`src/design/cpu16_ram.sv`:
```
// Generic single-port synchronous RAM with registered read.
module cpu16_ram #(
  parameter int unsigned WIDTH = 8,
  parameter int unsigned DEPTH = 256
) (
  input  logic                     clk_i,
  input  logic                     we_i,
  input  logic [$clog2(DEPTH)-1:0] addr_i,
  input  logic [WIDTH-1:0]         wdata_i,
  output logic [WIDTH-1:0]         rdata_o
);

  logic [WIDTH-1:0] mem_q [DEPTH];
  logic [WIDTH-1:0] rdata_q;

  always_ff @(posedge clk_i) begin
    if (we_i) begin
      mem_q[addr_i] <= wdata_i;
    end
    rdata_q <= mem_q[addr_i];
  end

  assign rdata_o = rdata_q;

endmodule

```
`config.mk`:
```
export PLATFORM = sky130hd
export DESIGN_NAME = cpu16_ram
export DESIGN_NICKNAME = d
export VERILOG_FILES = /design/src/design/cpu16_ram.sv
export SDC_FILE = /design/constraint.sdc
export NUM_CORES = 2
export LEC_CHECK = 0
export ABC_CLOCK_PERIOD_IN_PS = 4100
export BUFFER_PORTS_ARGS = -buffer_cell sky130_fd_sc_hd__buf_2
export CORE_MARGIN = 1
export CORE_UTILIZATION = 60
export CTS_BUF_LIST = sky130_fd_sc_hd__clkbuf_2 sky130_fd_sc_hd__clkbuf_4 sky130_fd_sc_hd__clkbuf_8
export DETAILED_ROUTE_END_ITERATION = 8
export PLACE_DENSITY = 0.87
export RECOVER_POWER = 50
export SYNTH_ARGS = -nofsm -noshare
export SYNTH_HDL_FRONTEND = slang
export SYNTH_SLANG_ARGS = --single-unit
```
`constraint.sdc`:
```
create_clock -name clk_i -period 4.1 [get_ports clk_i]
set_input_delay 0.205 -clock clk_i [delete_from_list [all_inputs] [get_ports clk_i]]
set_output_delay 0.205 -clock clk_i [all_outputs]
set_load 0.03 [all_outputs]
```
== Yosys cells after proc, flatten, opt, wreduce, memory -nomap -nowiden ==
Memories as Yosys holds them, arrays and structs flattened. A register that Yosys moved wholly into a read port is not among the register bits.
Cells that the tools add are included.
Operators by class
  bitwise gates (word level): 0
  multiply operators: 0
  shifts and indexed selects: 0
  eq/ne operators: 0
  $add $sub $neg: 0
  multiplexer cells: 2
  reductions and logical operators: 0
  $lt $le $gt $ge: 0
  divide/modulo/power cells: 0
Operators by type and width (count)
  $mux W1: 2
Storage, ports and cells
  word-level logic and storage cells: 3
  flip-flop bits (word level): 0
  memories: 1
  bits in writable memories: 2048
  input port bits: 18
  bits in latches: 0
  bits in read-only memories: 0
Memory list
  mem_q: words 256, width 8, rd ports 1, clocked after Yosys merged registers in 1, wr ports 1, RTL line 13  | logic [WIDTH-1:0] mem_q [DEPTH];

== Depth between registers and ports, before layout ==
  depth after elaboration: 2
  mapped depth: 10
  depth with buffers taken out: 5

== Worst setup path before layout ==
No wires, ideal clock.
  kind: input port to flip-flop
  from: input addr_i[1]
  to: memory mem_q[111][0], enable pin
  library setup time: 0.370 ns
  stages: 9
  slack: 1.676 ns
  data arrival time: 2.054 ns
  cell sequence: buf_2 -> clkbuf_1 -> clkbuf_1 -> nand2_1 -> buf_2 -> nor2_1 -> nand2_1 -> clkbuf_1 -> nor2_1
RTL lines
  from (decl): RTL line 8  | input logic [$clog2(DEPTH)-1:0] addr_i,
  to (decl): RTL line 13
Straight into the memory's write port.

== Final worst setup path ==
  from: input wdata_i[1]
  to: memory mem_q[16][1] (data pin)
RTL lines
  from (decl): RTL line 9  | input logic [WIDTH-1:0] wdata_i,
Straight into the memory's write port.

==> flow_metrics.tcl <==
set metrics [dict create \
    drtIter0Drc 6788 \
    max_cap_viol_count 15 \
    wl_um 196000 \
    switching_share_pct 21.9 \
    yosysWarningCount 0 \
    critPathCaptureType "flip-flop" \
    status "finished with violations" \
    grt_pass1_vias 41900 \
    stdcell_area_um2 87500 \
    crit_fanout 137 \
    crit_required_ps 4610 \
    power.net_switching_mw 9.07 \
    clk_pin_slew_ps 70 \
    worst_pin_slew_ps 3770 \
    grt_overflow 0 \
    initial_utilization_pct 60.5 \
    post-route-period-util_pct 85.6 \
    finClkSkew_ps 66.7 \
    fmax_ghz 0.285 \
    drc 0 \
    vias_per_cell 7.00 \
    p_leak_nw 27.0 \
    worstPathCellList "clkbuf_2 -> clkbuf_2" \
    postPlaceCellArea_um2 81700 \
    setup.worst_path.start_class "primary input" \
    yosys_register_bits 2056 \
    antenna_found_initial 8 \
    comb_power_share_pct 4.8 \
    cp_common_cell "clkbuf_2" \
    core_area_um2 130000 \
    finalSetupViolations 0 \
    hp-class "in -> reg" \
    min_path_cells 4 \
    place.gp.congestion 0.855 \
    hold_viol 0 \
    cts_resized 0 \
    syn_inst 3547 \
    cts_setup_buffers 0 \
    htree_levels 5 \
    synthTopCellsByArea "edfxtp_1 78%, mux4_2 15%, a22oi_1 2.4%" \
    period_needed_ps 3510 \
    crit-reg2reg-capture "rdata_o[4]" \
    clkPwrFrac_pct 39.0 \
    synth_top_area_cell "edfxtp_1" \
    powerDensity_nw_per_um2 473 \
    seq_area_frac_synth_pct 78.6 \
    avgSynthCellArea_um2 22.1 \
    min_to "mem_q[149][7]" \
    clock-root-buffer "clkbuf_8" \
    firstDrtPassIters 9 \
    worstPathArrival_ps 4020 \
    syn_nets 3565 \
    cts_tree "done" \
    clock_sinks 2056 \
    power_frac_seq_pct 56.2 \
    io_buffer_count 25 \
    slew_headroom_pct -152 \
    grt_pass1_wl_um 283000 \
    drive_gt1_share_pct 29.4 \
    routedWlPerCell_um 33.5 \
    rows 132 \
    critPathBufInv 2 \
    synth_cell_types 22 \
    ir_worst_vdd_v 0.000306 \
    setup.worst_path.class "in -> reg" \
    clk_latency_ps 1000 \
    cts-hold-fix-buffers 5 \
    nets 3902 \
    final.setup.tns_ps 0 \
    slowest_delay_ps 2020 \
    vias 40900 \
    die_x_um 364 \
    synth_area_um2 78500 \
    r2r_start "mem_q[56][4]" \
    cpMaxStageDelayCell "clkbuf_2" \
    area_growth_pct 11.5 \
    max-clock-path-buffers 4 \
    p_int_mw 32.3 \
    cts_made_buffers 323 \
    yosys.area.top_type_share_pct 78.3 \
    dieArea_um2 132000 \
    drv_slew 1413 \
    rrSetupSlack_ps 1010 \
    dp.final_hpwl_um 113000 \
    violations "max-capacitance violations, max-slew violations" \
    ios 26 \
    grt_usage_pct 30.2 \
    reg2regPathDepth 5 \
    grt_max_degree 168 \
    cp_top_family "buffers and inverters" \
    holdCritStartpoint "addr_i[2]" \
    rsz0062_at_grt "no" \
    ant_nets 0 \
    die_height_um 364 \
]
[metal layers]
metal  share of wire (%)  vias up  global-route usage (%)
met2                  48     3621                    47.4
met1                  33    20800                    39.0
met3                  13      724                    8.15
met4                 5.7        6                    15.9
li1                    -    15800                       -
met5               0.024        -                       0
[registers in the layout (all words and copies together) (netlist names)]
name / flops
mem_q: 2048
rdata_o: 8
[cells in the mapped netlist, drive strengths merged]
master	number
nor2b	7
mux4	512
o41ai	32
or3	1
a21oi	128
nand2	28
edfxtp	2048
inv	1
dfxtp	8
nor2	232
nand2b	6
nand3	13
buf	87
and2	3
nor3	30
nand4	8
clkbuf	145
a22oi	256
or2	2
[cell type report]
cell class | count | area (um2)
Sequential cell | 2056 | 61700
Fill cell | 7151 | 42200
Multi-Input combinational cell | 1258 | 15800
Clock buffer | 411 | 5160
Tap cell | 1742 | 2180
Timing Repair Buffer | 244 | 2040
Clock inverter | 126 | 651
Antenna cell | 9 | 22.5
Inverter | 1 | 3.75
[layout by cell type (no fill, tap or decap), types with 4 or more instances in the layout]
cell           count
a21oi_1          128
a22oi_1          256
buf_12            24
buf_2             14
buf_4            169
bufinv_16          4
clkbuf_1          12
clkbuf_2          17
clkbuf_4          80
clkbuf_8         332
clkinv_1          81
clkinv_2          33
clkinvlp_4         7
dfxtp_1            8
diode_2            9
dlygate4sd3_1      5
edfxtp_1        2048
mux4_2           512
nand2_1           28
nand2b_1           5
nand3_1           13
nand4_1            8
nor2_1           231
nor2b_1            5
nor3_1            30
o41ai_1           31
[logic make-up (layout without fill, tap and decap cells)]
group,after synthesis,count (layout),share of synthesized area (%)
mux,512,512,14.7
other cells,0,9,0
buf+inv,233,782,1.40
compound gates,416,416,3.62
simple gates,330,330,1.73
flops,2056,2056,78.6
[stage by stage]
stage          utilization, %  hold WS [ps]  std cells  power (mW)  setup WS [ps]
5_1_grt                  67.5          76.3       5839        42.3            504
4_1_cts                  67.6          19.0       5838        41.4           1070
6_report                 67.5           121       5847        41.4            590
3_5_place_dp             63.1           747       5296        25.6            107
2_1_floorplan               -           304       3547        24.7           1680
3_3_place_gp             63.1           727       5296        25.5           57.4
[how the worst max path moves through the flow]
stage                    end       start  slack, ps  cells past startpoint
2_1_floorplan  mem_q[111][0]   addr_i[1]       1680                      9
3_3_place_gp      rdata_o[4]   addr_i[0]         60                      7
3_5_place_dp      rdata_o[4]   addr_i[0]        110                      7
4_1_cts           rdata_o[4]   addr_i[0]       1070                      7
5_1_grt        mem_q[151][4]  wdata_i[4]        500                      2
6_report        mem_q[16][1]  wdata_i[1]        590                      2
[power by group through the flow]
| stage | sequential (mW) | combinational (mW) | clock [mW] |
|---|---|---|---|
| 2_1_floorplan | 23.7 | 1.03 | 0 |
| 3_3_place_gp | 23.7 | 1.85 | 0 |
| 3_5_place_dp | 23.7 | 1.93 | 0 |
| 4_1_cts | 23.2 | 1.96 | 16.2 |
| 5_1_grt | 23.3 | 2.05 | 17.0 |
| 6_report | 23.3 | 1.99 | 16.1 |
[worst reg2reg max path: stages (launching register included)]
cell,delay (ps)
edfxtp_1,380
mux4_2,470
a22oi_1,470
a21oi_1,140
o41ai_1,1220
nand4_1,180
Power figures use the tool's default switching activity.
