`config.mk`:
```
export PLATFORM = sky130hd
export DESIGN_NAME = cpu16_div
export DESIGN_NICKNAME = d
export VERILOG_FILES = /design/src/design/cpu16_div.sv
export SDC_FILE = /design/constraint.sdc
export NUM_CORES = 1
export LEC_CHECK = 0
export ABC_AREA = 1
export BUFFER_PORTS_ARGS = -buffer_cell sky130_fd_sc_hd__buf_2
export CORE_ASPECT_RATIO = 2
export CORE_MARGIN = 2
export CORE_UTILIZATION = 60
export CTS_BUF_LIST = sky130_fd_sc_hd__clkbuf_4 sky130_fd_sc_hd__clkbuf_8 sky130_fd_sc_hd__clkbuf_16
export CTS_CLUSTER_DIAMETER = 30
export DETAILED_ROUTE_END_ITERATION = 10
export GPL_TIMING_DRIVEN = 0
export PLACE_DENSITY = 0.83
export REMOVE_ABC_BUFFERS = 1
export SLEW_MARGIN = 20
export SYNTH_ARGS = -nofsm -noshare
export SYNTH_HDL_FRONTEND = slang
export SYNTH_SLANG_ARGS = --single-unit
```
`constraint.sdc`:
```
create_clock -name clk_i -period 5.4 [get_ports clk_i]
set_input_delay 0.81 -clock clk_i [delete_from_list [all_inputs] [get_ports clk_i]]
set_output_delay 0.81 -clock clk_i [all_outputs]
set_load 0.005 [all_outputs]
```
`src/design/cpu16_div.sv`:
```
// Restoring 16-bit divider, one quotient bit per cycle.
module cpu16_div (
  input  logic        clk_i,
  input  logic        rst_ni,
  input  logic        start_i,
  input  logic [15:0] dividend_i,
  input  logic [15:0] divisor_i,
  output logic        done_o,
  output logic [15:0] quot_o
);

  logic [15:0] quo_q, rem_q, dvs_q;
  logic [3:0]  cnt_q;
  logic        busy_q, done_q;
  logic [16:0] rem2;
  logic        ge;

  assign rem2 = {rem_q, quo_q[15]};
  assign ge   = rem2 >= {1'b0, dvs_q};

  always_ff @(posedge clk_i or negedge rst_ni) begin
    if (!rst_ni) begin
      busy_q <= 1'b0;
      done_q <= 1'b0;
      cnt_q  <= '0;
    end else begin
      done_q <= 1'b0;
      if (start_i) begin
        quo_q <= dividend_i;
        rem_q <= '0;
        dvs_q <= divisor_i;
        cnt_q <= '0;
        if (divisor_i == 16'd0) begin
          // divide by zero saturates
          quo_q  <= 16'hFFFF;
          done_q <= 1'b1;
        end else begin
          busy_q <= 1'b1;
        end
      end else if (busy_q) begin
        quo_q <= {quo_q[14:0], ge};
        rem_q <= ge ? 16'(rem2 - {1'b0, dvs_q}) : rem2[15:0];
        cnt_q <= cnt_q + 4'd1;
        if (cnt_q == 4'd15) begin
          busy_q <= 1'b0;
          done_q <= 1'b1;
        end
      end
    end
  end

  assign done_o = done_q;
  assign quot_o = quo_q;

endmodule

```
; Word-level counts from Yosys, hierarchy flattened
; Index checks and enable logic that the tools add are counted.
; Widths: inputs -> output; s select.
[op_classes]
n_addsub = 2
mul = 0
div_mod_pow = 0
n_lt_le_gt_ge = 1
eq_ne = 2
shifts = 0
mux = 15
bitwise_logic = 0
reduce_logical = 4
[op_table]
columns = op, n
row1 = $mux 16, 5
row2 = $ge 17x16->1, 1
row3 = $logic_not 16->1, 1
row4 = $sub 16x16->16, 1
row5 = $mux 1, 8
row6 = $mux 4, 2
row7 = $add 4x1->4 const B, 1
row8 = $eq 4x4->1 const B, 1
row9 = $reduce_and 2->1, 2
row10 = $ne 2x2->1 const B, 1
row11 = $reduce_bool 2->1, 1
[totals]
reg_bits = 54
latch_bits = 0
mem_bits_rw = 0
mem_bits_ro = 0
input_bits = 35
elab_cells = 30
memories = 0

; Logic depth before layout (Yosys ltp)
[logic_depth]
ltp_word = 4
depth_mapped = 15
ltp_nobuf = 15

; Worst setup path before layout
; No wires, ideal clock.
[synth_path]
kind = input to register
startpoint = in start_i
endpoint = reg quo_q[0], in the netlist quot_o[0] (enable)
setup_time_ns = 0.389
arrival_time_ns = 2.073
setup_slack_ns = 2.938
stages = 4
n_path_buf = 2
path_cell_list = clkbuf_1 > nor2_1 > clkbuf_1 > nor2_1
[synth_via]
elab_chain_len = 2
[synth_rtl]
columns = element, line
row1 = start: declaration, 5  ; input logic start_i,
row2 = $reduce_bool 2->1 (no line), --
row3 = $reduce_and 2->1 (no line), --
row4 = end signal: assignment, 29  ; quo_q <= dividend_i;
row5 = end signal: assignment, 41  ; quo_q <= {quo_q[14:0], ge};
row6 = end: declaration, 12  ; logic [15:0] quo_q, rem_q, dvs_q;
; Every way passes these cells.
; A chain may end at the register's enable or synchronous reset.

; Worst setup path in the final report
[layout_path]
startpoint = reg rem_q[13]
endpoint = reg rem_q[9], data pin
[layout_via]
elab_chain_len = 3
[layout_rtl]
columns = element, line
row1 = start: declaration, 12
row2 = start signal: assignment, 42  ; rem_q <= ge ? 16'(rem2 - {1'b0, dvs_q}) : rem2[15:0];
row3 = $ge 17x16->1, 19  ; assign ge = rem2 >= {1'b0, dvs_q};
row4 = $mux 16, 42
row5 = $mux 16, 40  ; end else if (busy_q) begin
; Every way passes these cells.

==> run summary <==
Status -> completed
Unrepaired setup endpoints after global routing -> no
Yosys warning total -> 0
Area grow syn2layout -> 12.11%
Detailed-route DRC error count -> 0
Reg2reg path depth -> 9
Post-layout instance area -> 0.003938 mm2
Bufs on Longest Clock Path -> 2
Clock skew -> 0.006441 ns
First-pass GRT wire length -> 13570 um
Wire per inst -> 14.79 um
Fraction of layout cells with a size suffix above 1 -> 0.1521
Height of the die -> 112.2 um
Routed vias -> 3029
DRT antenna net count -> 0
Number of flops mapped to enable cells by yosys -> 48
Largest net degree at the start of global routing -> 25
Seq cells post-synth -> 54
Synth top area share -> 0.4104
VDD IR max -> 0.0003456 V
Num ports -> 52
Slowest-stage cell, CP -> edfxtp_1
CP Cell Sequence -> ha_1, a21oi_1, o21a_1, nand2_4, nor2_8, nand2_8, nand2_1, nand3_1, nand2_1
Final std cells w/o fill -> 541
Hold Path Depth -> 1
Ys flop type -> edfxtp_1
Vias/cell -> 5.599
Flop2flop setup slack -> 3.11 ns
Power per cell area -> 308.8 mW/mm2
Slew headroom -> 0.4042
Most common cell in the synthesized netlist -> nand2_1
Hold Crit Endpoint -> cnt_q[3]
Synth top area cells -> edfxtp_1 (41%), nand2_1 (14%), inv_1 (7.9%), ha_1 (6.1%), nand3_1 (5.7%)
Port Buffers -> 51
Post-CTS sizing -> 0
Hold Buf Count CTS -> 0
Ys async rst share -> 0.1111
Routed wire length -> 8003 um
Vias in the first global route -> 3148
Inst Count DP -> 533
Drt pass-1 iters -> 4
Clk sink count -> 54
Fmax -> 436.9 MHz
Worst Setup Path Type -> register to register
Tot GR Track Use -> 0.2733
Total Neg Setup Slack -> 0 ns
Worst R2R Start -> rem_q[13]
Worst path max stage delay -> 0.42 ns
Gpl congestion -> 0.9465
Initial Utilization -> 0.6205
Most instantiated cells after synthesis -> nand2_1 (129), inv_1 (74), edfxtp_1 (48)
Postcts setup bufs -> 0
Detail Placement HPWL -> 6191 um
ANT cells -> 0
DP Area -> 0.003790 mm2
Root Buffer -> clkbuf_16
DR iter-0 viols -> 125
Pins Over Slew Limit -> 0
Remaining Overflow, GRT -> 0
Max Fanout on Critical Path -> 18
Average size of a mapped cell -> 8.187 um2
Yosys top cell by area -> edfxtp_1
Sequential-to-total area share from yosys stat -> 0.4532
Leakage power -> 0.001968 uW
Clock latency on the worst-skew pair -> 0.29 ns
Max Cap Viol -> 0
Worst Hold Launch -> cnt_q[3]
Worst EP arrival -> 2.45 ns
Final period util -> 0.4238
TritonCTS clock tree -> yes
DIE AREA -> 0.006519 mm2
TritonCTS Buffers -> 5
Post-layout util -> 0.6956
Crit. End Element -> register
Final-report setup violation count -> 0
Total Power -> 1216 uW
Synth cell types -> 37
Synth Instances -> 429
Worst R2R End -> rem_q[9]
Die width -> 58.10 um
Synthesized area -> 0.003512 mm2
Core area -> 0.005660 mm2
Worst setup SP type -> register
Cell mode on critical path -> nand2_1
Worst hold path class -> register to register
H-tree Lvls -> 2
Min Tclk post-route -> 2.289 ns
Worst Max-Slew Pin Slew -> 0.8903 ns
Clock slew at reported path FFs -> 0.07 ns
Worst EP required -> 5.56 ns
# nets final -> 532
Initial antenna violation count -> 0
Final hold vios -> 0
# rows -> 39
[through the flow]
stage          hold slack (ns)  worst slack [ns]
5_1_grt                 0.5036             2.987
4_1_cts                 0.4721             3.128
3_3_place_gp            0.4515             2.600
2_1_floorplan           0.4331             3.367
3_5_place_dp            0.4639             2.842
6_report                0.4715             3.111
[layout by cell type, fill, tap and decap left out, types with 2 or more instances in the layout]
master,n
clkbuf_4,3
a21oi_1,9
nand3_1,40
clkbuf_16,5
inv_1,74
nand3b_1,7
nor2_2,3
inv_2,2
buf_2,51
nand2_1,129
xnor2_1,5
dfrtp_1,6
nor3_1,4
o21ai_0,9
ha_1,17
nand2_4,2
nor2_1,28
nand4_1,7
o21bai_1,2
edfxtp_1,48
o22a_1,15
[sequential cells by signal, summed over array words and instances, names as in the netlist]
register / count
dvs_q: 16
quot_o: 16
rem_q: 16
cnt_q: 4
busy_q: 1
done_o: 1
[logic make-up (layout without fill, tap and decap cells)]
kind of cell / count (synthesis) / in the layout / synth area share
AND/OR/NAND/NOR: 227 / 227 / 0.2903
AO/OA/AOI/OAI: 40 / 40 / 0.07731
flip-flops: 54 / 54 / 0.4532
buffers and inverters: 84 / 135 / 0.09797
XOR/XNOR: 6 / 6 / 0.01496
adder cells (fa/ha/maj): 18 / 18 / 0.06626
[layout make-up]
class                   instances  area [um2]
repair buffers                 51       255.2
fillers                       458        1723
well taps                      61       76.32
clock buffers                   8       147.6
inverters                      76       285.3
flip-flops and latches         54        1592
multi-input cells             291        1582
[worst max-delay path, delay by kind of cell, from the launching register on]
kind                       cells  cell delay (ns)
adders and majority gates      1             0.39
AOI/OAI and AO/OA              2             0.48
DFF                            1             0.42
and+or+nand+nor                6             0.84
[power breakdown]
part	internal (uW)	switching, uW	total, uW	leakage, uW
Clock	188	138	326	0.0000754
Sequential	503	20.7	524	0.000542
Combinational	137	229	366	0.00135
[how the worst max path moves through the flow]
stage               cells after the start      start    endpoint
floorplan                               2    start_i   quot_o[0]
global placement                        3    start_i  quot_o[15]
detailed placement                      4    start_i    rem_q[2]
CTS                                     9  rem_q[13]    rem_q[9]
global route                            9  rem_q[13]    rem_q[9]
finish                                  9  rem_q[13]    rem_q[9]
[metal layers]
metal  GRT usage  part of all wire  vias to the layer above  wire length, um
met4      0.1814             0.040                        0              324
met2      0.5045              0.56                       88             4508
met1      0.2671              0.36                     1422             2891
li1            -                 -                     1496                -
met3     0.03687             0.035                       23              279
met5           0                 0                        -                0
Note: power is estimated with default switching activity, not from simulation.
